File: config.mk
export PLATFORM = sky130hd
export DESIGN_NAME = load_cell_weight_and_stability
export DESIGN_NICKNAME = d
export VERILOG_FILES = /design/src/sv/lcws_pkg.sv /design/src/sv/load_cell_weight_and_stability.sv
export SDC_FILE = /design/constraint.sdc
export NUM_CORES = 2
export LEC_CHECK = 0
export BUFFER_PORTS_ARGS = -buffer_cell sky130_fd_sc_hd__clkbuf_2
export CAP_MARGIN = 20
export CORE_ASPECT_RATIO = 1.2
export CORE_MARGIN = 5
export CORE_UTILIZATION = 55
export DETAILED_ROUTE_END_ITERATION = 8
export GPL_TIMING_DRIVEN = 0
export PLACE_DENSITY = 0.71
export SETUP_SLACK_MARGIN = 0.05
export SYNTH_ARGS = -nofsm -noshare
export SYNTH_HDL_FRONTEND = slang
export SYNTH_SLANG_ARGS = --single-unit
export TNS_END_PERCENT = 30
File: constraint.sdc
create_clock -name clk -period 16.1 [get_ports clk]
set_clock_uncertainty 0.15 [all_clocks]
set_input_delay 4.83 -clock clk [delete_from_list [all_inputs] [get_ports clk]]
set_output_delay 4.83 -clock clk [all_outputs]
set_load 0.1 [all_outputs]
File: src/sv/lcws_pkg.sv
`default_nettype none
package lcws_pkg;

	// action codes of an input transaction
	localparam logic [1:0] ACT_MEASURE = 2'd0;
	localparam logic [1:0] ACT_TARE    = 2'd1;
	localparam logic [1:0] ACT_FAIL    = 2'd2;

	// configuration register indexes
	localparam logic [2:0] REG_SCALE  = 3'd0;
	localparam logic [2:0] REG_LOW_R  = 3'd1;
	localparam logic [2:0] REG_LOW_G  = 3'd2;
	localparam logic [2:0] REG_HIGH_R = 3'd3;
	localparam logic [2:0] REG_HIGH_G = 3'd4;
	localparam logic [2:0] REG_LIMIT  = 3'd5;

	// grams per kilogram with the 8 fraction bits of the scale folded in
	localparam logic [31:0] GRAM_Q8 = 32'd256000;

	localparam int MUL_STEPS = 32;
	localparam int DIV_STEPS = 52;

	typedef struct packed {
		logic [1:0]         action;
		logic signed [23:0] raw_sample;
	} in_t;

	typedef struct packed {
		logic signed [23:0] weight_grams;
		logic               is_stable;
		logic               read_failed;
		logic signed [23:0] last_raw;
		logic               tare_done;
		logic               two_point_active;
	} out_t;

	function automatic logic [23:0] abs24(input logic [23:0] x);
		abs24 = x[23] ? 24'(-x) : x;
	endfunction

	function automatic logic [24:0] abs25(input logic [24:0] x);
		abs25 = x[24] ? 25'(-x) : x;
	endfunction

	function automatic logic [31:0] abs32(input logic [31:0] x);
		abs32 = x[31] ? 32'(-x) : x;
	endfunction

	function automatic logic [52:0] abs53(input logic [52:0] x);
		abs53 = x[52] ? 53'(-x) : x;
	endfunction

	// saturate a sign and magnitude quotient to 24 bits
	function automatic logic [23:0] sat24(input logic [51:0] mag, input logic neg);
		if (!neg) begin
			sat24 = (mag > 52'd8388607) ? 24'h7FFFFF : mag[23:0];
		end else begin
			sat24 = (mag > 52'd8388608) ? 24'h800000 : 24'(-mag[23:0]);
		end
	endfunction

endpackage
`default_nettype wire

File: src/sv/load_cell_weight_and_stability.sv
// a read failure, an unused code or a tare sample that does not complete the average
//   goes straight to the result; a completing tare first does a serial divide by the count
// measure: 7 products single point, 8 products two point, with a divide after the first
//   products: 1-bit serial multiplier and 1-bit restoring divider
// a new transaction is taken only in idle, not while one is in work or waits to be loaded
// reset: asynchronous; weight, tare and window clear, stable set, config to defaults
`default_nettype none
module load_cell_weight_and_stability
	import lcws_pkg::*;
#(
	parameter int WINDOW = 8,
	parameter int TARE_COUNT = 15
) (
	input  wire logic        clk,
	input  wire logic        arst_n,
	input  wire logic        in_valid,
	output logic             in_stall,
	input  wire in_t         in_data,
	output logic             out_valid,
	input  wire logic        out_stall,
	output out_t             out_data,
	input  wire logic        psel,
	input  wire logic        penable,
	input  wire logic        pwrite,
	input  wire logic [5:0]  paddr,
	input  wire logic [63:0] pwdata,
	output logic [63:0]      prdata,
	output logic             pready
);

	localparam int POS_W = (WINDOW > 1) ? $clog2(WINDOW) : 1;

	typedef enum logic [3:0] {
		ST_IDLE = 4'b0001,
		ST_MUL  = 4'b0010,
		ST_DIV  = 4'b0100,
		ST_DONE = 4'b1000
	} state_t;

	typedef enum logic [3:0] {
		OP_P1, OP_P2, OP_DW, OP_DT, OP_WSQ, OP_OSQ, OP_WQ, OP_SSQ, OP_LW, OP_LWW
	} op_t;

	state_t state_q;
	op_t    op_q;
	logic [5:0] cnt_q;

	// configuration
	logic [31:0] scale_q;
	logic signed [23:0] low_r_q, low_g_q, high_r_q, high_g_q;
	logic [45:0] limit_q;

	// block state
	logic signed [23:0] tare_offset_q;
	logic signed [31:0] tare_sum_q;
	logic [7:0] tare_count_q;
	logic signed [23:0] hist_q [WINDOW];
	logic [POS_W-1:0] hist_pos_q;
	logic signed [31:0] win_sum_q;
	logic [55:0] win_sq_q;
	logic signed [23:0] weight_q;
	logic stable_q, error_q, done_q, tp_path_q;
	logic signed [23:0] raw_last_q;
	logic signed [23:0] old_q;

	// serial arithmetic
	logic [55:0] mul_a_q;
	logic [31:0] mul_b_q;
	logic [87:0] mul_p_q;
	logic        neg_q;
	logic signed [52:0] num_q;
	logic [46:0] sq_w_q;
	logic [56:0] wq_q, ssq_q;
	logic [51:0] div_d_q;
	logic [31:0] div_r_q, div_v_q;

	out_t out_q;
	logic out_valid_q;

	// config port
	logic cfg_wr;
	assign pready = 1'b1;
	assign cfg_wr = psel && penable && pwrite;

	always_comb begin
		unique case (paddr[5:3])
			REG_SCALE:  prdata = {32'd0, scale_q};
			REG_LOW_R:  prdata = {40'd0, low_r_q};
			REG_LOW_G:  prdata = {40'd0, low_g_q};
			REG_HIGH_R: prdata = {40'd0, high_r_q};
			REG_HIGH_G: prdata = {40'd0, high_g_q};
			REG_LIMIT:  prdata = {18'd0, limit_q};
			default:    prdata = 64'd0;
		endcase
	end

	// two-point calibration terms
	logic tp_valid;
	logic signed [24:0] span, gspan, raw_lo, raw_tare;
	assign tp_valid = (low_r_q != high_r_q) && (low_g_q != high_g_q)
		&& !(low_r_q == 24'sd0 && low_g_q == 24'sd0)
		&& !(high_r_q == 24'sd0 && high_g_q == 24'sd0);
	assign span     = {high_r_q[23], high_r_q} - {low_r_q[23], low_r_q};
	assign gspan    = {high_g_q[23], high_g_q} - {low_g_q[23], low_g_q};
	assign raw_lo   = {raw_last_q[23], raw_last_q} - {low_r_q[23], low_r_q};
	assign raw_tare = {in_data.raw_sample[23], in_data.raw_sample}
		- {tare_offset_q[23], tare_offset_q};

	// one multiplier bit per cycle
	logic [56:0] mul_sum;
	logic [87:0] mul_p_nx;
	assign mul_sum  = {1'b0, mul_p_q[87:32]} + (mul_b_q[0] ? {1'b0, mul_a_q} : 57'd0);
	assign mul_p_nx = {mul_sum, mul_p_q[31:1]};

	// one quotient bit per cycle
	logic [32:0] div_sh;
	logic        div_ge;
	logic [31:0] div_r_nx;
	logic [51:0] div_d_nx;
	assign div_sh   = {div_r_q, div_d_q[51]};
	assign div_ge   = div_sh >= {1'b0, div_v_q};
	assign div_r_nx = div_ge ? 32'(div_sh - {1'b0, div_v_q}) : div_sh[31:0];
	assign div_d_nx = {div_d_q[50:0], div_ge};

	logic signed [52:0] prod_s, num_sum;
	logic [52:0] num_abs;
	logic [23:0] quot_sat;
	logic [55:0] win_sq_nx;
	logic signed [31:0] tare_sum_nx;
	logic [8:0] tare_count_nx;
	assign prod_s    = neg_q ? 53'(-mul_p_nx[52:0]) : mul_p_nx[52:0];
	assign num_sum   = num_q + prod_s;
	assign num_abs   = abs53(num_sum);
	assign quot_sat  = sat24(div_d_nx, neg_q);
	assign win_sq_nx = win_sq_q + 56'(sq_w_q) - mul_p_nx[55:0];
	assign tare_sum_nx   = tare_sum_q + 32'(in_data.raw_sample);
	assign tare_count_nx = {1'b0, tare_count_q} + 9'd1;

	logic in_acc;
	logic out_load;
	assign in_stall  = (state_q != ST_IDLE);
	assign in_acc    = in_valid && !in_stall;
	assign out_load  = (state_q == ST_DONE) && (!out_valid_q || !out_stall);
	assign out_valid = out_valid_q;
	assign out_data  = out_q;

	// sequencer and state update
	always_ff @(posedge clk or negedge arst_n) begin
		if (!arst_n) begin
			state_q <= ST_IDLE;
			op_q <= OP_P1;
			cnt_q <= '0;
			scale_q <= 32'd256;
			low_r_q <= '0;
			low_g_q <= '0;
			high_r_q <= '0;
			high_g_q <= '0;
			limit_q <= 46'd40000;
			tare_offset_q <= '0;
			tare_sum_q <= '0;
			tare_count_q <= '0;
			for (int i = 0; i < WINDOW; i++) hist_q[i] <= '0;
			hist_pos_q <= '0;
			win_sum_q <= '0;
			win_sq_q <= '0;
			weight_q <= '0;
			stable_q <= 1'b1;
			error_q <= 1'b0;
			done_q <= 1'b0;
			raw_last_q <= '0;
			out_valid_q <= 1'b0;
		end else begin
			// config writes
			if (cfg_wr) begin
				unique case (paddr[5:3])
					REG_SCALE:  scale_q <= pwdata[31:0];
					REG_LOW_R:  low_r_q <= pwdata[23:0];
					REG_LOW_G:  low_g_q <= pwdata[23:0];
					REG_HIGH_R: high_r_q <= pwdata[23:0];
					REG_HIGH_G: high_g_q <= pwdata[23:0];
					REG_LIMIT:  limit_q <= pwdata[45:0];
					default: ;
				endcase
			end

			// output register valid
			if (out_load) out_valid_q <= 1'b1;
			else if (out_valid_q && !out_stall) out_valid_q <= 1'b0;

			unique case (state_q)
				ST_IDLE: begin
					if (in_acc) begin
						unique case (in_data.action)
							ACT_MEASURE: begin
								done_q <= 1'b0;
								error_q <= 1'b0;
								raw_last_q <= in_data.raw_sample;
								tp_path_q <= tp_valid;
								mul_p_q <= '0;
								cnt_q <= '0;
								op_q <= OP_P1;
								state_q <= ST_MUL;
								if (tp_valid) begin
									mul_a_q <= 56'(abs24(low_g_q));
									mul_b_q <= 32'(abs25(span));
									neg_q <= low_g_q[23] ^ span[24];
								end else begin
									mul_a_q <= 56'(abs25(raw_tare));
									mul_b_q <= GRAM_Q8;
									neg_q <= raw_tare[24];
								end
							end
							ACT_TARE: begin
								raw_last_q <= in_data.raw_sample;
								if (tare_count_nx >= 9'(TARE_COUNT)) begin
									tare_sum_q <= '0;
									tare_count_q <= '0;
									weight_q <= '0;
									error_q <= 1'b0;
									for (int i = 0; i < WINDOW; i++) hist_q[i] <= '0;
									hist_pos_q <= '0;
									win_sum_q <= '0;
									win_sq_q <= '0;
									stable_q <= 1'b1;
									done_q <= 1'b1;
									div_d_q <= 52'(abs32(tare_sum_nx));
									div_r_q <= '0;
									div_v_q <= 32'(TARE_COUNT);
									neg_q <= tare_sum_nx[31];
									cnt_q <= '0;
									op_q <= OP_DT;
									state_q <= ST_DIV;
								end else begin
									tare_sum_q <= tare_sum_nx;
									tare_count_q <= tare_count_nx[7:0];
									done_q <= 1'b0;
									state_q <= ST_DONE;
								end
							end
							ACT_FAIL: begin
								error_q <= 1'b1;
								done_q <= 1'b0;
								state_q <= ST_DONE;
							end
							default: begin
								done_q <= 1'b0;
								state_q <= ST_DONE;
							end
						endcase
					end
				end

				ST_MUL: begin
					if (cnt_q == 6'(MUL_STEPS - 1)) begin
						// product done: take it and set up the next operation
						cnt_q <= '0;
						mul_p_q <= '0;
						unique case (op_q)
							OP_P1: begin
								if (tp_path_q) begin
									num_q <= prod_s;
									mul_a_q <= 56'(abs25(raw_lo));
									mul_b_q <= 32'(abs25(gspan));
									neg_q <= raw_lo[24] ^ gspan[24];
									op_q <= OP_P2;
								end else begin
									div_d_q <= mul_p_nx[51:0];
									div_r_q <= '0;
									div_v_q <= (scale_q == 32'd0) ? 32'd1 : scale_q;
									op_q <= OP_DW;
									state_q <= ST_DIV;
								end
							end
							OP_P2: begin
								div_d_q <= num_abs[51:0];
								div_r_q <= '0;
								div_v_q <= 32'(abs25(span));
								neg_q <= num_sum[52] ^ span[24];
								op_q <= OP_DW;
								state_q <= ST_DIV;
							end
							OP_WSQ: begin
								sq_w_q <= mul_p_nx[46:0];
								mul_a_q <= 56'(abs24(old_q));
								mul_b_q <= 32'(abs24(old_q));
								op_q <= OP_OSQ;
							end
							OP_OSQ: begin
								win_sq_q <= win_sq_nx;
								mul_a_q <= win_sq_nx;
								mul_b_q <= 32'(WINDOW);
								op_q <= OP_WQ;
							end
							OP_WQ: begin
								wq_q <= mul_p_nx[56:0];
								mul_a_q <= 56'(abs32(win_sum_q));
								mul_b_q <= abs32(win_sum_q);
								op_q <= OP_SSQ;
							end
							OP_SSQ: begin
								ssq_q <= mul_p_nx[56:0];
								mul_a_q <= 56'(limit_q);
								mul_b_q <= 32'(WINDOW);
								op_q <= OP_LW;
							end
							OP_LW: begin
								mul_a_q <= mul_p_nx[55:0];
								mul_b_q <= 32'(WINDOW);
								op_q <= OP_LWW;
							end
							OP_LWW: begin
								stable_q <= (wq_q - ssq_q) < mul_p_nx[56:0];
								state_q <= ST_DONE;
							end
							default: state_q <= ST_DONE;
						endcase
					end else begin
						mul_p_q <= mul_p_nx;
						mul_b_q <= {1'b0, mul_b_q[31:1]};
						cnt_q <= cnt_q + 6'd1;
					end
				end

				ST_DIV: begin
					div_d_q <= div_d_nx;
					div_r_q <= div_r_nx;
					if (cnt_q == 6'(DIV_STEPS - 1)) begin
						cnt_q <= '0;
						if (op_q == OP_DT) begin
							tare_offset_q <= quot_sat;
							state_q <= ST_DONE;
						end else begin
							// new weight enters the window
							weight_q <= quot_sat;
							old_q <= hist_q[hist_pos_q];
							hist_q[hist_pos_q] <= quot_sat;
							hist_pos_q <= (hist_pos_q == POS_W'(WINDOW - 1)) ? '0
								: hist_pos_q + POS_W'(1);
							win_sum_q <= win_sum_q + 32'(signed'(quot_sat))
								- 32'(hist_q[hist_pos_q]);
							mul_p_q <= '0;
							mul_a_q <= 56'(abs24(quot_sat));
							mul_b_q <= 32'(abs24(quot_sat));
							op_q <= OP_WSQ;
							state_q <= ST_MUL;
						end
					end else begin
						cnt_q <= cnt_q + 6'd1;
					end
				end

				ST_DONE: begin
					// result transaction waits for a free output register
					if (out_load) begin
						out_q.weight_grams <= weight_q;
						out_q.is_stable <= stable_q;
						out_q.read_failed <= error_q;
						out_q.last_raw <= raw_last_q;
						out_q.tare_done <= done_q;
						out_q.two_point_active <= tp_valid;
						state_q <= ST_IDLE;
					end
				end

				default: state_q <= ST_IDLE;
			endcase
		end
	end

`ifndef ASSERT_OFF
	a_state_onehot: assert property (@(posedge clk) disable iff (!arst_n)
		$onehot(state_q))
		else $error("sequencer state not one-hot");

	a_pos_range: assert property (@(posedge clk) disable iff (!arst_n)
		32'(hist_pos_q) < WINDOW)
		else $error("window position out of range");

	a_tare_result: assert property (@(posedge clk) disable iff (!arst_n)
		(out_valid && out_data.tare_done) |->
		(!out_data.read_failed && out_data.is_stable && out_data.weight_grams == 24'sd0))
		else $error("tare result with stale weight or flags");

	a_mul_count: assert property (@(posedge clk) disable iff (!arst_n)
		(state_q == ST_MUL) |-> (cnt_q < 6'(MUL_STEPS)))
		else $error("multiplier step count overrun");
`endif

endmodule
`default_nettype wire
; ---- Word level (Yosys, flattened, before mapping)
; Cells that the tools add are included.
; W data, S select, Z words.
[op_classes]
reduce_logical = 63
muxes = 144
magnitude_cmp = 7
eq_ne = 46
n_addsub = 28
n_bitwise = 5
[op_table]
columns = cell, count
row1 = $mux W192, 5
row2 = $mux W32, 23
row3 = $mux W56, 12
row4 = $mux W88, 5
row5 = $pmux W192 S2, 1
row6 = $mux W24, 14
row7 = $pmux W56 S6, 1
row8 = $mux W52, 6
row9 = $pmux W46 S6, 1
row10 = $pmux W88 S3, 1
row11 = $pmux W32 S2, 4
row12 = $bwmux W192, 1
row13 = $pmux W32 S3, 2
row14 = $pmux W56 S3, 1
row15 = $pmux W52 S3, 1
row16 = $mux W25, 6
row17 = $pmux W32 S4, 1
row18 = $pmux W56 S2, 1
row19 = $pmux W52 S2, 1
row20 = $neg A25 Y25, 4
row21 = $sub A24 B24 Y25, 4
row22 = $logic_not A24 Y1, 4
row23 = $neg A24 Y24, 4
row24 = $bmux W24 S3, 1
row25 = other kinds (82), 189
[word_totals]
elab_cells = 341
input_bits = 103
regBits = 1171
out_inout_bits = 119

; ---- Depth between registers and ports, before layout
[depth]
ltp_word = 10
mapped_depth = 35
depth_no_buf = 32

; ---- Least setup slack after synthesis
; OpenSTA, ideal clock, no wires.
[synth_path]
path_kind = input to register
startpoint = input port in_data[24] in the netlist's numbering
endpoint = register mul_a_q[0], enable pin
setup_ns = 0.420
setup_slack_ns = -0.866
path_stages = 4
t_required_ns = 15.530
n_path_buf = 0
arrival_ns = 16.396
path_cell_list = nor3_1 o21ai_0 nor4b_1 and3_1
[synth_via]
elab_chain_cells = 3
[synth_lines]
columns = item, line
row1 = "start, declared", load_cell_weight_and_stability.sv:18  ; input wire in_t in_data,
row2 = $logic_not A2 Y1, load_cell_weight_and_stability.sv:193  ; unique case (in_data.action)
row3 = $ne A2 B1 Y1 (no line), n/a
row4 = $reduce_and A9 Y1 (no line), n/a
row5 = "end signal, assigned", load_cell_weight_and_stability.sv:204  ; mul_a_q <= 56'(abs24(low_g_q));
row6 = "end signal, assigned", load_cell_weight_and_stability.sv:208  ; mul_a_q <= 56'(abs25(raw_tare));
row7 = "end signal, assigned", load_cell_weight_and_stability.sv:262  ; mul_a_q <= 56'(abs25(raw_lo));
row8 = "end, declared", load_cell_weight_and_stability.sv:67  ; logic [55:0] mul_a_q;
; No other way between the ends.
; A chain may end at the register's enable or synchronous reset.

; ---- Final worst setup path
[layout_path]
startpoint = register div_v_q[18]
endpoint = register win_sum_q[30]
[layout_via]
elab_chain_cells = 9
word_cells_on_any_way = 12
cone_classes = add/sub (3) / order compare (3) / mux (6)
[layout_lines]
columns = item, line
row1 = "start, declared", load_cell_weight_and_stability.sv:75  ; logic [31:0] div_r_q, div_v_q;
row2 = "start signal, assigned", load_cell_weight_and_stability.sv:228  ; div_v_q <= 32'(TARE_COUNT);
row3 = "start signal, assigned", load_cell_weight_and_stability.sv:269  ; div_v_q <= (scale_q == 32'd0) ? 32'd1 : scale_q;
row4 = "start signal, assigned", load_cell_weight_and_stability.sv:277  ; div_v_q <= 32'(abs25(span));
row5 = $ge A33 B32 Y1 (*), load_cell_weight_and_stability.sv:121  ; assign div_ge = div_sh >= {1'b0, div_v_q};
row6 = $gt A52 B23 Y1 (tied with other cells), lcws_pkg.sv:56  ; sat24 = (mag > 52'd8388607) ? 24'h7FFFFF : mag[23:0];
row7 = $mux W24 (on tied branches), "lcws_pkg.sv:56, lcws_pkg.sv:58"
row8 = $mux W24 (*), lcws_pkg.sv:55  ; if (!neg) begin
row9 = net quot_sat[1], load_cell_weight_and_stability.sv:127  ; logic [23:0] quot_sat;
row10 = $add A32 B24 Y32 (*), load_cell_weight_and_stability.sv:339  ; win_sum_q <= win_sum_q + 32'(signed'(quot_sat))
row11 = $sub A32 B24 Y32 (*), load_cell_weight_and_stability.sv:340  ; - 32'(hist_q[hist_pos_q]);
row12 = $mux W32 (*), load_cell_weight_and_stability.sv:329  ; if (op_q == OP_DT) begin
row13 = $mux W32 (*), load_cell_weight_and_stability.sv:327  ; if (cnt_q == 6'(DIV_STEPS - 1)) begin
row14 = $pmux W32 S2 (*), load_cell_weight_and_stability.sv:190  ; unique case (state_q)
row15 = "end signal, assigned", load_cell_weight_and_stability.sv:339
row16 = "end, declared", load_cell_weight_and_stability.sv:59  ; logic signed [31:0] win_sum_q;
; The timed path passes the listed nets; every way through them passes the cells marked *. The select of a mux whose other input is x is not followed.

==> flow_summary_export.csv <==
group,metric,value,unit
routing,drt_drc_violations_left,25,
cells_and_area,drive_above_1_share,0.0824,
global_routing,antenna_found_initial,28,
setup_path,critical-path-slowest-cell,"o41ai_1",
cts,cts_root_buf,"clkbuf_16",
logic_synthesis,post_synth_num_cell_types,105,
cells_and_area,instances_no_fill,11000,
cts,holdBufCountCts,0,
routing,routedWlPerCell,29.6,um
cts,tritoncts.num_buffers,131,
cts,cts.clk_slew.worst_paths,0.06,ns
logic_synthesis,seq_area_frac_synth,0.399,
routing,drt.antenna.violating_nets,0,
hold_path,timing.hold.worst_path_depth,0,
logic_synthesis,share_of_flip_flops_with_an_asynchronous_set_or_reset,0.502,
place,dpl.cell_count,10800,
sta,layout_worst_path_cycle_share,0.835,
global_routing,grt_pass1_wl,467000,um
place,place.detailed.hpwl,257000,um
sta,layout_min_cycle_time,13.44,ns
cells_and_area,utilization,0.611,
setup_path,r2r.worst_path.cells,34,
job,max-cap-violations,0,
sta,grt_setup_unrepaired,"false",
pwr,static-leakage-power,37.7,nW
place,dpl-instance-area,85000,um2
routing,post_drt_via_cell_ratio,6.64,
logic_synthesis,synthTopCellsByArea,"edfxtp_1, dfrtp_1, ha_1",
cts,cts.sink_count,1170,
cts,tritoncts,"yes",
routing,dr.pass1.iters,9,
global_routing,grt_pass1_vias,69800,
logic_synthesis,synthesis.instances,8550,
global_routing,global_route.overflow_total,0,
setup_path,path_max_fanout,10,
logic_synthesis,syn-cell-area,80600,um2
setup_path,critical-path-top-cell-by-count,"a21o_1",
cts,htreeDepth,4,
cells_and_area,syn_to_final_growth,10.9,%
sta,slew_headroom,0.0762,
logic_synthesis,synth-edff-count,583,
logic_synthesis,yosys_warnings,0,
sta,slew_violations,0,
floorplan,placementRows,154,
logic_synthesis,post_synthesis_mean_instance_area,9.43,um2
cts,cts_setup_buffers,0,
setup_path,critPathCaptureType,"register",
sta,maxClockFrequency,0.0744,GHz
setup_path,worstPathArrival,13.95,ns
outcome,status,"finished with violations",
sta,hold_ws,0.298,ns
setup_path,worst_path_largest_cell_delay,0.89,ns
global_routing,grt_max_degree,109,
setup_path,criticalPathCategory,"reg -> reg",
sta,setup_slack,2.66,ns
logic_synthesis,synth_ff_type,"edfxtp_1",
floorplan,total_die_area,154000,um2
cells_and_area,final_area,89400,um2
floorplan,ios,222,
place,gpl.final_weighted_congestion,1.05,
logic_synthesis,synth_area_leader_cell,"edfxtp_1",
routing,route.vias.total,73100,
floorplan,coreArea,146000,um2
place,port-buffer-count,180,
hold_path,timing.hold.worst.class,"reg -> reg",
setup_path,startpoint_type,"register",
logic_synthesis,yosys_reg_bits,1170,
routing,drt_first_iter_violations,8874,
pwr,power.density,185,nW/um2
global_routing,grt_util_all_layers,0.407,
cells_and_area,finalNetCount,9624,
cts,clock_insertion_delay_worst_skew,0.81,ns
place,place_ws,3.26,ns
logic_synthesis,synth_largest_type_area_fraction,0.217,
setup_path,cp_data_required_time,16.60,ns
sta,pin_slew_with_the_least_headroom_to_its_limit,1.39,ns
floorplan,die-height,429,um
sta,setup_viol_count_final,0,
routing,drt-total-wl,325000,um
cts,cts.repair.resized,0,
outcome,failed_checks,"DRC",
floorplan,floorplan.die.width,360,um
floorplan,floorplan.initialDensity,0.551,
sta,final_hold_violation_count,0,
cts,clk_path_buf_depth,3,
pwr,vdd.ir_drop.worst,0.132,mV
## flip-flops by register name, indices dropped and copies added (netlist names), 46 cells and up
name	cells
div_d_q	52
hist_q	192
limit_q	46
mul_a_q	56
mul_p_q	87
num_q	53
out_data	52
sq_w_q	47
ssq_q	57
win_sq_q	56
wq_q	57
## cells in the mapped netlist (all sizes together), types with 71 or more instances
| library cell | number |
|---|---|
| a211oi | 81 |
| a21o | 255 |
| a21oi | 485 |
| a22o | 173 |
| a22oi | 209 |
| a31oi | 71 |
| and2 | 117 |
| clkbuf | 349 |
| dfrtp | 579 |
| edfxtp | 583 |
| fa | 87 |
| ha | 493 |
| inv | 612 |
| mux2 | 148 |
| nand2 | 778 |
| nand2b | 71 |
| nand3 | 173 |
| nand4 | 83 |
| nor2 | 553 |
| nor3 | 127 |
| nor4 | 79 |
| o211ai | 87 |
| o21ai | 622 |
| o31ai | 92 |
| xnor2 | 415 |
| xor2 | 222 |
## cell usage in the layout, fill, tap and decap left out, types with 363 or more instances in the layout
cell type and n:
xnor2_1 412, a21oi_1 482, nand2_1 778, dfrtp_1 579
ha_1 493, inv_1 612, o21ai_0 602, nor2_1 548
edfxtp_1 583, clkbuf_1 363
## per-stage QoR
stage | TNS (ns) | total power, mW
after global placement | -7638.23 | 12.9
after floorplan | 0 | 9.96
after global routing | 0 | 17.2
after detailed placement | 0 | 13.1
after CTS | 0 | 16.3
final | 0 | 16.6
## cell type report
type / instances / area (um2)
Sequential cell: 1170 / 32200
Timing Repair Buffer: 241 / 1760
Clock buffer: 163 / 3600
Buffer: 397 / 1600
Clock inverter: 74 / 772
Antenna cell: 15 / 37.5
Multi-Input combinational cell: 6386 / 44700
Tap cell: 1950 / 2440
Fill cell: 12500 / 56800
Inverter: 614 / 2300
## where the power goes
| group | switching, mW | internal (mW) |
|---|---|---|
| sequential | 0.535 | 3.77 |
| clock | 1.35 | 1.79 |
| combinational | 6.11 | 3.00 |
## worst max-delay path: cells and delay by family, from the launching register on
| family | cells | cell delay, ns |
|---|---|---|
| adder cells (fa/ha/maj) | 4 | 1.76 |
| flip-flops | 1 | 0.42 |
| AO/OA/AOI/OAI | 18 | 6.86 |
| multiplexers | 1 | 0.24 |
| AND/OR/NAND/NOR | 6 | 1.46 |
| buffers and inverters | 5 | 2.37 |
## layer usage
layer,wire (um),up-vias,global-route usage
met4,28100,14,0.284
met2,144000,4042,0.635
li1,-,32200,-
met1,122000,35800,0.500
met3,30400,1068,0.0976
met5,91,-,0
## cells by family after synthesis
family                     count (synthesis)  share of synthesized area
xor gates and xnor gates                 638                     0.0696
DFF                                     1170                      0.399
other                                      2                  0.0000931
AOI/OAI and AO/OA                       2618                      0.219
and+or+nand+nor                         2367                      0.143
muxes                                    164                     0.0227
buffers and inverters                   1011                     0.0485
adders and majority gates                580                     0.0981
## worst paths after layout
check | from | endpoint | slack (ns)
max reg2reg | div_v_q[18]$_SDFFCE_PN0P_ | win_sum_q[30]$_DFFE_PN0P_ | 2.66
min reg2reg | weight_q[11]$_DFFE_PN0P_ | out_data[39]$_DFFE_PP_ | 0.30
max | div_v_q[18]$_SDFFCE_PN0P_ | win_sum_q[30]$_DFFE_PN0P_ | 2.66
max in group asynchronous | arst_n | hist_q[163]$_DFFE_PN0P_ | 9.59
min in group asynchronous | arst_n | high_r_q[9]$_DFFE_PN0P_ | 3.92
min | weight_q[11]$_DFFE_PN0P_ | out_data[39]$_DFFE_PP_ | 0.30
(Power assumes the default switching activity.)
